### src/sv/rau_pkg.sv
package rau_pkg;

    localparam int OPERAND_WIDTH = 32;
    localparam int IN_W          = 32;
    localparam int W             = 64;
    localparam int RED_W         = 33;
    localparam int DEN_OUT_W     = 63;
    localparam int CNT_W         = 6;

    localparam logic [2:0] OP_ADD = 3'd0;
    localparam logic [2:0] OP_SUB = 3'd1;
    localparam logic [2:0] OP_MUL = 3'd2;
    localparam logic [2:0] OP_DIV = 3'd3;

    localparam logic [1:0] ST_OK       = 2'd0;
    localparam logic [1:0] ST_ZERO_DEN = 2'd1;
    localparam logic [1:0] ST_DIV_ZERO = 2'd2;

    typedef enum logic [3:0] {
        S_IDLE, S_GCD, S_GCD_W, S_DIVN, S_DIVN_W,
        S_DIVD, S_DIVD_W, S_MUL, S_COMB, S_OUT
    } t_state;

    typedef enum logic [1:0] {PH_A, PH_B, PH_F} t_phase;

    typedef enum logic [1:0] {G_IDLE, G_RUN, G_SHL} t_gcd_state;

    typedef enum logic {D_IDLE, D_RUN} t_div_state;

    // sign extend the low operand bits to the working width
    function automatic logic signed [W-1:0] sext_op(input logic [IN_W-1:0] v);
        return signed'({{(W-OPERAND_WIDTH){v[OPERAND_WIDTH-1]}}, v[OPERAND_WIDTH-1:0]});
    endfunction

    // absolute value as unsigned, most negative value maps to 2^(W-1)
    function automatic logic [W-1:0] mag(input logic signed [W-1:0] x);
        return x[W-1] ? (~x + 1'b1) : x;
    endfunction

endpackage

### src/sv/rau_div.sv
module rau_div (
    input  logic                  i_clk,
    input  logic                  i_rst_n,
    input  logic                  i_start,
    input  logic [rau_pkg::W-1:0] i_num,
    input  logic [rau_pkg::W-1:0] i_den,
    output logic                  o_done,
    output logic [rau_pkg::W-1:0] o_quot
);
    import rau_pkg::*;

    t_div_state       r_state, n_state;
    logic [W-1:0]     r_rem, n_rem, r_q, n_q, r_den, n_den;
    logic [CNT_W-1:0] r_cnt, n_cnt;
    logic             r_done, n_done;
    logic [W:0]       rem_sh;

    // next state
    always_comb begin
        n_state = r_state;
        unique case (r_state)
            D_IDLE: if (i_start) n_state = D_RUN;
            D_RUN:  if (r_cnt == '1) n_state = D_IDLE;
            default: n_state = D_IDLE;
        endcase
    end

    // restoring division, one quotient bit per cycle
    always_comb begin
        n_rem  = r_rem;
        n_q    = r_q;
        n_den  = r_den;
        n_cnt  = r_cnt;
        n_done = 1'b0;
        rem_sh = {r_rem, r_q[W-1]};
        unique case (r_state)
            D_IDLE: begin
                if (i_start) begin
                    n_rem = '0;
                    n_q   = i_num;
                    n_den = i_den;
                    n_cnt = '0;
                end
            end
            D_RUN: begin
                if (rem_sh >= {1'b0, r_den}) begin
                    n_rem = W'(rem_sh - {1'b0, r_den});
                    n_q   = {r_q[W-2:0], 1'b1};
                end else begin
                    n_rem = rem_sh[W-1:0];
                    n_q   = {r_q[W-2:0], 1'b0};
                end
                n_cnt  = r_cnt + 1'b1;
                n_done = (r_cnt == '1);
            end
            default: n_done = 1'b0;
        endcase
    end

    always_ff @(posedge i_clk) begin
        if (!i_rst_n) begin
            r_state <= D_IDLE;
            r_done  <= 1'b0;
        end else begin
            r_state <= n_state;
            r_done  <= n_done;
        end
        r_rem <= n_rem;
        r_q   <= n_q;
        r_den <= n_den;
        r_cnt <= n_cnt;
    end

    assign o_done = r_done;
    assign o_quot = r_q;
endmodule

### config.mk
export PLATFORM = sky130hd
export DESIGN_NAME = rau_div
export DESIGN_NICKNAME = d
export VERILOG_FILES = /design/src/sv/rau_pkg.sv /design/src/sv/rau_div.sv
export SDC_FILE = /design/constraint.sdc
export NUM_CORES = 1
export LEC_CHECK = 0
export ABC_AREA = 1
export BUFFER_PORTS_ARGS = -buffer_cell sky130_fd_sc_hd__buf_4
export CAP_MARGIN = 20
export CORE_ASPECT_RATIO = 1.4
export CORE_MARGIN = 8
export CORE_UTILIZATION = 60
export CTS_BUF_LIST = sky130_fd_sc_hd__clkbuf_2
export DETAILED_ROUTE_END_ITERATION = 12
export PLACE_DENSITY = 0.9
export SKIP_LAST_GASP = 1
export SLEW_MARGIN = 15
export SYNTH_ARGS = -nofsm -noshare
export SYNTH_HDL_FRONTEND = slang
export SYNTH_SLANG_ARGS = --single-unit
export TNS_END_PERCENT = 50
### constraint.sdc
create_clock -name i_clk -period 11.1 [get_ports i_clk]
set_clock_uncertainty 0.1 [all_clocks]
set_input_delay 2.22 -clock i_clk [delete_from_list [all_inputs] [get_ports i_clk]]
set_output_delay 2.22 -clock i_clk [all_outputs]
set_load 0.02 [all_outputs]
== Word level (Yosys, flattened, before mapping) ==
Cells that the tools add are included.

* Add/sub/neg operators: 2
* Magnitude comparators: 1
* Muxes and demuxes: 11
* Bitwise operators: 1
* Reduce and logical (&&, ||, !) cells: 2
* Equality and inequality tests: 2

{| class="wikitable"
|+ Operators with widths
! cell !! count
|-
| $pmux W64 S2 || 2
|-
| $mux W64 || 3
|-
| $ge A65 B64 Y1 || 1
|-
| $sub A64 B64 Y64 || 1
|-
| $pmux W6 S2 || 1
|-
| $add A6 B1 Y6 const B || 1
|-
| $eq A6 B6 Y1 const B || 1
|-
| $mux W6 || 1
|-
| $reduce_and A2 Y1 || 2
|-
| $mux W1 || 3
|-
| $ne A2 B2 Y1 const B || 1
|-
| $pmux W1 S2 || 1
|-
| $not A1 Y1 || 1
|}

* Bits of input ports: 131
* Word-level logic and storage cells: 25
* Output and inout port bits: 65
* Bits in registers: 200

== Longest topological paths before layout ==
* Depth in word-level cells: 3
* Depth in mapped cells: 19
* Gate-level depth less buffers: 18

== Least setup slack after synthesis ==
Ideal clock, no wire load.

* Path kind: input to register
* Start: in i_start
* End: reg r_q[0], in the netlist o_quot[0] (enable)
* Stages on the path: 2
* Setup time: 1,147 ps
* Setup slack: 5,414 ps
* Arrival time: 4,439 ps
* Cells stage by stage: inv_1 -> nand2_1

* Longest elaborated chain between the ends: 1

{| class="wikitable"
|+ Ends and longest elaborated chain
! what !! RTL line !! source
|-
| start, declared || rau_div.sv:4 || <nowiki>input logic i_start,</nowiki>
|-
| $ne A2 B2 Y1 (no source line) || -- ||
|-
| end signal, assigned || rau_div.sv:69 || <nowiki>r_q <= n_q;</nowiki>
|-
| end, declared || rau_div.sv:13 || <nowiki>logic [W-1:0] r_rem, n_rem, r_q, n_q, r_den, n_den;</nowiki>
|}

No other way between the ends.
A chain may end at the register's enable or synchronous reset.

== Worst setup path in the final report ==
* Start: reg r_q[0], in the netlist o_quot[0]
* End: out o_quot[0] in the netlist's numbering

{| class="wikitable"
|+ RTL lines
! what !! RTL line !! source
|-
| end, declared || rau_div.sv:8 || <nowiki>output logic [rau_pkg::W-1:0] o_quot</nowiki>
|}

No word-level cell between the ends.

==> results.sh <==
export IMPL_synth_commonest_cells="nand2_1 (964), inv_1 (443), nor2_1 (203)"
export IMPL_cpPeakStageDelay_ns=0.52
export IMPL_clock_power_share=0.147
export IMPL_drcViolationCount=0
export IMPL_worst_path_buf_inv=1
export IMPL_final_min_clock_period_ns=3.87
export IMPL_crit_slowest_cell="edfxtp_1"
export IMPL_fill_cells=2001
export IMPL_cts_buffers=17
export IMPL_timing_max_cap_violations=0
export IMPL_crit_arrival_ns=1.55
export IMPL_final_hold_viol_count=0
export IMPL_vias=13800
export IMPL_relSlewSlack=0.317
export IMPL_setup_viol=0
export IMPL_postCtsSetupBuffers=0
export IMPL_p_comb_frac=0.435
export IMPL_setup_ws_ns=7.23
export IMPL_reg2regPathDepth=16
export IMPL_setup_tns_ns=0
export IMPL_synth_area_leaders="edfxtp_1 (41%), nand2_1 (25%), inv_1 (11%), ha_1 (5.6%), nor2_1 (5.2%)"
export IMPL_synth_main_ff_cell="edfxtp_1"
export IMPL_post_synth_top_count_cell="nand2_1"
export IMPL_fmax_mhz=258
export IMPL_startpoint_type="flop"
export IMPL_antenna_found_initial=1
export IMPL_via_per_inst=5.19
export IMPL_cts_tree="done"
export IMPL_antenna_left=0
export IMPL_status="finished, final reports clean"
export IMPL_dieArea_um2=29600
export IMPL_cts_root_buf="clkbuf_2"
export IMPL_worst_pin_slew_ns=1.02
export IMPL_yosysWarnings=0
export IMPL_synth_top_cell_area_share=0.407
export IMPL_place_ws_ns=6.62
export IMPL_p_per_area_nw_per_um2=145
export IMPL_ys_types=36
export IMPL_yosys_register_bits=200
export IMPL_cts_buffer_depth=2
export IMPL_seqPwrFrac=0.417
export IMPL_drt_pass1_iter_count=6
export IMPL_coreArea_um2=23900
export IMPL_place_hpwl_mm=38.6
export IMPL_clk_pin_slew_ns=0.30
export IMPL_slew_violations=0
export IMPL_ys_seq_area_frac=0.410
export IMPL_syn_cell_area_um2=14600
export IMPL_path_class="reg -> out"
export IMPL_syn_area_per_cell_um2=6.77
export IMPL_routed_wl_mm=47.6
export IMPL_die_h_um=201
export IMPL_end_kind="primary output"
export IMPL_path_cells="buf_4"
export IMPL_p_int_w=0.00135
export IMPL_yosysTopAreaCell="edfxtp_1"
export IMPL_p_sw_frac=0.436
export IMPL_synth_nets=2353
export IMPL_synthCells=2156
export IMPL_clk_insertion_delay_late_ns=0.86
export IMPL_first_global_vias=14000
export IMPL_clkSinkCount=200
export IMPL_p_leak_nw=9.34
export IMPL_crit_cells=1
export IMPL_cts_hold_buf=0
export IMPL_cp_top_family="flip-flops"
export IMPL_drive_above_1_share=0.114
export IMPL_nets=2535
export IMPL_synthToLayoutAreaGrowth_pct=13.4
export IMPL_wl_per_cell_um=17.9
export IMPL_fin_crit_sh=0.349
export IMPL_drt_iter0_markers=900
export IMPL_grt_pass1_wl_mm=73.5
export IMPL_final_util=0.693
export IMPL_htree_levels=4
export IMPL_synth_edff_count=198
export IMPL_path_max_fanout=2
export IMPL_grt_total_usage=0.322
export IMPL_start_util=0.611
export IMPL_die_w_um=148
export IMPL_netSwitchingPower_w=0.00104
export IMPL_rsz0062_at_grt="false"
export IMPL_grt_max_degree=78
export IMPL_rows=67
export IMPL_vdd_ir_drop_max_mv=0.0924
export IMPL_async_flop_share=0
export IMPL_cts_resized=0
export IMPL_io_pins=196
export IMPL_hold_path_depth=2
export IMPL_io_buffer_count=195
export IMPL_overflow=0
export IMPL_crit_required_ns=8.78
export IMPL_hold_path_class="reg -> reg"
export IMPL_gp_congestion=1.01
## cell usage in the layout (no fill, tap or decap), types with 9 or more instances in the layout
cell	Yosys	final
xor2_1	30	30
nor2_2	19	19
a21oi_1	41	41
nand3_1	57	57
nor3_1	10	10
nand2_1	964	963
nand3b_1	43	43
buf_4	5	199
inv_1	443	443
clkbuf_2	0	18
edfxtp_1	198	198
ha_1	65	65
nor2_1	203	202
nand4_1	9	9
## power by group through the flow
stage	logic [W]	registers [W]	clock network (W)
floorplan	0.000674	0.00103	0
global placement	0.000994	0.00101	0
detailed placement	0.00103	0.00101	0
CTS	0.00103	0.000997	0.000357
global route	0.00115	0.00101	0.000381
finish	0.00104	0.000999	0.000353
## per-stage QoR
step	instance area [µm²]	cells	hold WS (ns)	power (W)
floorplan	14600	2156	0.461	0.00171
global placement	16300	2628	0.431	0.00200
detailed placement	16300	2628	0.431	0.00204
CTS	16500	2660	0.495	0.00238
global route	16600	2663	0.516	0.00254
finish	16600	2664	0.490	0.00239
## cell families (layout without fill, tap and decap cells)
| logic type | Yosys count | count (layout) | synth area share |
|---|---|---|---|
| other | 0 | 3 | 0 |
| AOI/OAI and AO/OA | 50 | 50 | 0.0175 |
| buffers and inverters | 484 | 679 | 0.128 |
| DFF | 200 | 200 | 0.410 |
| xor gates and xnor gates | 32 | 32 | 0.0192 |
| adders and majority gates | 66 | 66 | 0.0571 |
| and+or+nand+nor | 1324 | 1324 | 0.368 |
## flip-flops by register name, indices dropped and copies added, names as in the netlist
signal	count
o_quot	64
r_state	1
o_done	1
r_cnt	6
r_rem	64
r_den	64
## layer usage
metal	wire length (µm)	track usage	vias to the layer above
met5	0	0	-
met4	2840	0.194	0
met3	3320	0.0659	139
met2	24900	0.598	620
met1	16500	0.321	6201
li1	-	-	6856
## area by class of cell
class | instances | area, µm² | area share
multi-input cells | 1472 | 6750 | 0.408
flip-flops and latches | 200 | 5990 | 0.362
inverters | 447 | 1680 | 0.101
repair buffers | 200 | 1510 | 0.0915
well taps | 310 | 388 | 0.0234
clock inverters | 14 | 134 | 0.00809
clock buffers | 18 | 90.1 | 0.00544
diodes | 3 | 7.51 | 0.000454
## final timing paths
kind	end	start	slack, ns
max	o_quot[0]	o_quot[0]	7.23
min	o_quot[34]	o_quot[33]	0.49
max reg2reg	r_rem[16]	r_rem[6]	7.30
min reg2reg	o_quot[34]	o_quot[33]	0.49
Power figures use the tool's default switching activity.
