### src/sv/rau_pkg.sv
package rau_pkg;

    localparam int OPERAND_WIDTH = 32;
    localparam int IN_W          = 32;
    localparam int W             = 64;
    localparam int RED_W         = 33;
    localparam int DEN_OUT_W     = 63;
    localparam int CNT_W         = 6;

    localparam logic [2:0] OP_ADD = 3'd0;
    localparam logic [2:0] OP_SUB = 3'd1;
    localparam logic [2:0] OP_MUL = 3'd2;
    localparam logic [2:0] OP_DIV = 3'd3;

    localparam logic [1:0] ST_OK       = 2'd0;
    localparam logic [1:0] ST_ZERO_DEN = 2'd1;
    localparam logic [1:0] ST_DIV_ZERO = 2'd2;

    typedef enum logic [3:0] {
        S_IDLE, S_GCD, S_GCD_W, S_DIVN, S_DIVN_W,
        S_DIVD, S_DIVD_W, S_MUL, S_COMB, S_OUT
    } t_state;

    typedef enum logic [1:0] {PH_A, PH_B, PH_F} t_phase;

    typedef enum logic [1:0] {G_IDLE, G_RUN, G_SHL} t_gcd_state;

    typedef enum logic {D_IDLE, D_RUN} t_div_state;

    // sign extend the low operand bits to the working width
    function automatic logic signed [W-1:0] sext_op(input logic [IN_W-1:0] v);
        return signed'({{(W-OPERAND_WIDTH){v[OPERAND_WIDTH-1]}}, v[OPERAND_WIDTH-1:0]});
    endfunction

    // absolute value as unsigned, most negative value maps to 2^(W-1)
    function automatic logic [W-1:0] mag(input logic signed [W-1:0] x);
        return x[W-1] ? (~x + 1'b1) : x;
    endfunction

endpackage

### src/sv/rau_gcd.sv
module rau_gcd (
    input  logic                  i_clk,
    input  logic                  i_rst_n,
    input  logic                  i_start,
    input  logic [rau_pkg::W-1:0] i_x,
    input  logic [rau_pkg::W-1:0] i_y,
    output logic                  o_done,
    output logic [rau_pkg::W-1:0] o_g
);
    import rau_pkg::*;

    t_gcd_state       r_state, n_state;
    logic [W-1:0]     r_x, n_x, r_y, n_y, r_g, n_g;
    logic [CNT_W-1:0] r_sh, n_sh;
    logic             r_done, n_done;

    // next state
    always_comb begin
        n_state = r_state;
        unique case (r_state)
            G_IDLE: if (i_start) n_state = G_RUN;
            G_RUN: begin
                if (r_x == '0) n_state = G_IDLE;
                else if (r_y == '0) n_state = G_SHL;
            end
            G_SHL: if (r_sh == '0) n_state = G_IDLE;
            default: n_state = G_IDLE;
        endcase
    end

    // binary gcd step: one shift or one compare and subtract per cycle
    always_comb begin
        n_x    = r_x;
        n_y    = r_y;
        n_sh   = r_sh;
        n_g    = r_g;
        n_done = 1'b0;
        unique case (r_state)
            G_IDLE: begin
                if (i_start) begin
                    n_x  = i_x;
                    n_y  = i_y;
                    n_sh = '0;
                end
            end
            G_RUN: begin
                if (r_x == '0) begin
                    n_g    = r_y;
                    n_done = 1'b1;
                end else if (r_y == '0) begin
                    n_sh = r_sh;
                end else if (!r_x[0] && !r_y[0]) begin
                    n_x  = r_x >> 1;
                    n_y  = r_y >> 1;
                    n_sh = r_sh + 1'b1;
                end else if (!r_x[0]) begin
                    n_x = r_x >> 1;
                end else if (!r_y[0]) begin
                    n_y = r_y >> 1;
                end else if (r_x > r_y) begin
                    n_x = r_y;
                    n_y = r_x - r_y;
                end else begin
                    n_y = r_y - r_x;
                end
            end
            G_SHL: begin
                if (r_sh == '0) begin
                    n_g    = r_x;
                    n_done = 1'b1;
                end else begin
                    n_x  = r_x << 1;
                    n_sh = r_sh - 1'b1;
                end
            end
            default: n_done = 1'b0;
        endcase
    end

    always_ff @(posedge i_clk) begin
        if (!i_rst_n) begin
            r_state <= G_IDLE;
            r_done  <= 1'b0;
        end else begin
            r_state <= n_state;
            r_done  <= n_done;
        end
        r_x  <= n_x;
        r_y  <= n_y;
        r_sh <= n_sh;
        r_g  <= n_g;
    end

    assign o_done = r_done;
    assign o_g    = r_g;
endmodule

### config.mk
export PLATFORM = sky130hd
export DESIGN_NAME = rau_gcd
export DESIGN_NICKNAME = d
export VERILOG_FILES = /design/src/sv/rau_pkg.sv /design/src/sv/rau_gcd.sv
export SDC_FILE = /design/constraint.sdc
export NUM_CORES = 1
export LEC_CHECK = 0
export BUFFER_PORTS_ARGS = -buffer_cell sky130_fd_sc_hd__buf_2
export CAP_MARGIN = 20
export CORE_UTILIZATION = 28
export CTS_BUF_LIST = sky130_fd_sc_hd__clkbuf_2 sky130_fd_sc_hd__clkbuf_4 sky130_fd_sc_hd__clkbuf_8
export DETAILED_ROUTE_END_ITERATION = 7
export PLACE_DENSITY = 0.51
export SKIP_CTS_REPAIR_TIMING = 1
export SLEW_MARGIN = 10
export SYNTH_ARGS = -nofsm -noshare
export SYNTH_HDL_FRONTEND = slang
export SYNTH_SLANG_ARGS = --single-unit
### constraint.sdc
create_clock -name i_clk -period 13.7 [get_ports i_clk]
set_clock_uncertainty 0.05 [all_clocks]
set_input_delay 1.37 -clock i_clk [delete_from_list [all_inputs] [get_ports i_clk]]
set_output_delay 1.37 -clock i_clk [all_outputs]
set_load 0.02 [all_outputs]
-- Word level (Yosys, flattened, before mapping)
Index checks and enable logic that the tools add are counted.
- bits in registers: 201
- input port bits: 131
- output and inout bits: 65
- word-level logic and storage cells: 75
- add/subtract/negate cells: 4
- magnitude comparators: 1
- equality and inequality tests: 13
- mux-type cells: 34
- reductions and logical operators: 16
- operators with widths (cell ; number):
    64-bit two-way mux ; 17
    64-bit case mux with 2 select lines ; 2
    64-bit case mux with 3 select lines ; 1
    64-bit zero test ; 2
    64-bit subtractor ; 2
    64-bit > comparator ; 1
    6-bit two-way mux ; 5
    6-bit case mux with 3 select lines ; 1
    2-bit != test, second input constant ; 7
    5-bit AND reduction ; 2
    2-bit two-way mux ; 4
    4-bit != test, second input constant ; 2
    7-bit AND reduction ; 1
    6-bit by 1-bit adder with 6-bit output, second input constant ; 1
    6-bit zero test ; 1
    3-bit != test, second input constant ; 2
    2-bit case mux with 3 select lines ; 1
    3-bit AND reduction ; 2
    6-bit AND reduction ; 1
    6-bit by 1-bit subtractor with 6-bit output, second input constant ; 1
    2-bit nonzero test ; 2
    3-bit nonzero test ; 1
    2-bit by 1-bit equality test with 1-bit output, second input constant ; 1
    2-bit equality test, second input constant ; 1
    other kinds (5) ; 7

-- Depth between registers and ports, before layout
- word-level depth: 8
- gate-level depth with buffers: 17
- gate-level depth less buffers: 14

-- Worst setup path before layout
No wires, ideal clock.
- kind: input port to flip-flop
- start point: input i_start
- end point: register r_y[0] (enable)
- library setup time: 0.581 ns
- data arrival time: 6.215 ns
- data required time: 13.069 ns
- path slack: 6.854 ns
- cell stages on the path: 2
- buffers on the path: 0
- cell sequence: o21ai_0 > a211oi_1
- word-level cells in the longest chain between the ends: 2
- ends and longest elaborated chain (element ; RTL line ; source):
    from (decl) ; rau_gcd.sv:4 ; input logic i_start,
    2-bit != test (no line) ; n/a ;
    5-bit AND reduction (no line) ; n/a ;
    to (signal assigned) ; rau_gcd.sv:89 ; r_y <= n_y;
    to (decl) ; rau_gcd.sv:13 ; logic [W-1:0] r_x, n_x, r_y, n_y, r_g, n_g;
No other way between the ends.
A chain may end at the register's enable or synchronous reset.

-- Final worst setup path
- start point: register r_x[0]
- end point: register r_y[48] (data pin)
- word-level cells in the longest chain between the ends: 8
- ends and longest elaborated chain (element ; RTL line ; source):
    from (decl) ; rau_gcd.sv:13 ;
    from (signal assigned) ; rau_gcd.sv:88 ; r_x <= n_x;
    64-bit subtractor, or another cell as far along ; rau_gcd.sv:64 ; n_y = r_y - r_x;
    64-bit two-way mux ; rau_gcd.sv:60 ; end else if (r_x > r_y) begin
    64-bit two-way mux ; rau_gcd.sv:58 ; end else if (!r_y[0]) begin
    64-bit two-way mux ; rau_gcd.sv:56 ; end else if (!r_x[0]) begin
    64-bit two-way mux (*) ; rau_gcd.sv:52 ; end else if (!r_x[0] && !r_y[0]) begin
    64-bit two-way mux (*) ; rau_gcd.sv:50 ; end else if (r_y == '0) begin
    64-bit two-way mux (*) ; rau_gcd.sv:47 ; if (r_x == '0) begin
    64-bit case mux with 2 select lines (*) ; rau_gcd.sv:38 ; unique case (r_state)
    net n_y[48] ; rau_gcd.sv:13 ;
The timed path passes the listed nets; every way through them passes the cells marked *. The select of a mux whose other input is x is not followed.

==> impl_metrics.json <==
{
  "grt_overflow": 0,
  "finalHoldViolations": 0,
  "holdPathStages": 1,
  "synth_edf_count": 198,
  "startpoint_type": "flip-flop",
  "maxSlewHeadroom_pct": 30.9,
  "synth_area_sq_um": 18200,
  "final_cells": 3279,
  "gp_congestion": 0.987,
  "rsz0062_at_grt": "false",
  "cts.clk_slew.worst_paths_ns": 0.06,
  "synth_nets": 2552,
  "synthArstFlopShare_pct": 0,
  "track_usage_pct": 22.8,
  "clockBufferDepth": 3,
  "rows": 93,
  "start_util_pct": 28.3,
  "ys_seq_area_share_pct": 33.0,
  "violations": "DRC",
  "hpwl_um": 58600,
  "dpl.cell_count": 3202,
  "fin_crit_ns": 5.18,
  "worstHoldPathType": "reg2reg",
  "grt_pass1_wl_um": 115000,
  "coreArea_sq_um": 64300,
  "cts_root_buf": "clkbuf_8",
  "clock_sinks": 201,
  "multi_input_area_sq_um": 11000,
  "postRouteAntennaNets": 0,
  "fmax_ghz": 0.193,
  "synth.yosys.warnings": 0,
  "synth_flop_cell": "edfxtp_1",
  "synth_top_area_share_pct": 32.7,
  "io_pins": 196,
  "first_global_vias": 17900,
  "tns_ns": 0,
  "reg2reg_depth": 15,
  "synth.avg_cell_area_sq_um": 7.98,
  "max_cap_viol_count": 0,
  "drv_slew": 0,
  "status": "finished with violations",
  "crit_slowest_cell": "or3_1",
  "worstPathMaxFanout": 32,
  "worstPathArrival_ns": 5.48,
  "endpoint_kind": "flip-flop",
  "wl_per_cell_um": 23.4,
  "synth_seq_cells": 201,
  "cp_data_required_time_ns": 14.00,
  "finalWorstSetupSlack_ns": 8.52,
  "wl_um": 76600,
  "critPathKind": "reg2reg",
  "drt_iter0_markers": 1626,
  "n_fill_cell": 6981,
  "num_vias": 17900,
  "pre_cts_slack_ns": 8.59,
  "fin_crit_sh_pct": 37.8,
  "grt_max_degree": 94,
  "drtPass1Iterations": 7,
  "htree_levels": 2,
  "port_buffers": 195,
  "drive_gt1_share_pct": 13.9,
  "cpPeakStageDelay_ns": 0.74,
  "numCtsBuffers": 43,
  "regArea_sq_um": 6010,
  "synth_cells": 2280,
  "die_w_um": 257,
  "synth_top_cell_by_area": "edfxtp_1",
  "die_y_um": 257,
  "nets": 2664,
  "crit_chain": "inv_1, ha_1, fa_1, nor2b_1, o21ai_2, a31oi_1, o31ai_1, a211oi_1, or3_1, buf_4, o2111ai_2, nand2_2, o221ai_2, xnor2_1, a221o_1",
  "synth.top_cells.by_area": "edfxtp_1 33%, ha_1 9.5%, o21ai_0 6.6%",
  "ys_types": 91,
  "vias_per_cell": 5.47,
  "area_growth_pct": 13.7,
  "dieArea_sq_um": 66000,
  "antenna_found_initial": 3,
  "cts_tree": "built",
  "clk-insertion-delay-late_ns": 0.64,
  "drc": 2,
  "tightest_slew_ns": 1.03,
  "setup_viol": 0
}
cell usage after synthesis (all sizes together), types with 21 or more instances:
cell,n
ha,138
mux2i,21
o21ai,258
edfxtp,198
a211oi,35
xnor2,39
clkbuf,75
nor3,34
a21oi,216
nand3,33
a21o,75
o21bai,41
nand4,48
nor2,203
nor4,42
buf,73
nand2,290
inv,170
a31oi,74
metrics by stage:
stage                     cell area, sq um  hold WS, ns  utilization [%]
after CTS                            20700        0.579             32.2
after global routing                 20700        0.614             32.2
final                                20700        0.578             32.2
after floorplan                      18200        0.526                -
after detailed placement             19800        0.570             30.8
after global placement               19800        0.546             30.8
routing by layer:
metal  wire length (um)  global-route usage [%]  vias up
met3               4460                    3.53      103
met5                  0                       0        -
li1                   -                       -     8487
met2              35200                    36.9      595
met1              35100                    31.4     8744
met4               1860                    5.99        0
registers in the layout (all words and copies together) (netlist names):
register and count:
o_done 1, o_g 64, r_sh 6, r_state 2
r_x 64, r_y 64
cells by family after synthesis:
| logic type | after synthesis | share of synthesized area (%) |
|---|---|---|
| fa+ha+maj | 141 | 9.82 |
| simple gates | 718 | 18.0 |
| flops | 201 | 33.0 |
| mux | 28 | 1.61 |
| xor+xnor | 59 | 2.84 |
| buf+inv | 318 | 7.25 |
| compound gates | 815 | 27.4 |
critical path, delay by kind of cell (launching register included):
family | cells | cell delay (ns)
buf+inv | 2 | 0.75
fa+ha+maj | 2 | 0.71
compound gates | 7 | 1.51
flops | 1 | 0.62
simple gates | 3 | 1.06
xor+xnor | 1 | 0.16
final timing paths:
check / slack [ns] / to / from
min: 0.58 / r_sh[0] / r_sh[0]
max reg2reg: 8.52 / r_y[48] / r_x[0]
min reg2reg: 0.58 / r_sh[0] / r_sh[0]
max: 8.52 / r_y[48] / r_x[0]
layout by cell type, fill, tap and decap left out, types with 41 or more instances in the layout:
cell	count
a21o_1	75
a21oi_1	214
a31oi_1	74
buf_2	195
clkbuf_8	46
edfxtp_1	198
ha_1	135
inv_1	169
nand2_1	289
nor2_1	201
o21ai_0	240
o21bai_1	41
cell type report:
class                   instances  share of cell area (%)
flip-flops and latches        201                    29.0
repair buffers                215                    5.44
clock buffers                  57                    3.46
well taps                     855                    5.17
inverters                     170                    3.09
diodes                          1                  0.0121
multi-input cells            1761                    53.0
clock inverters                19                   0.840
Power is not shown: default switching activity piles up to over one toggle a cycle in this logic, so the estimate is an artifact.
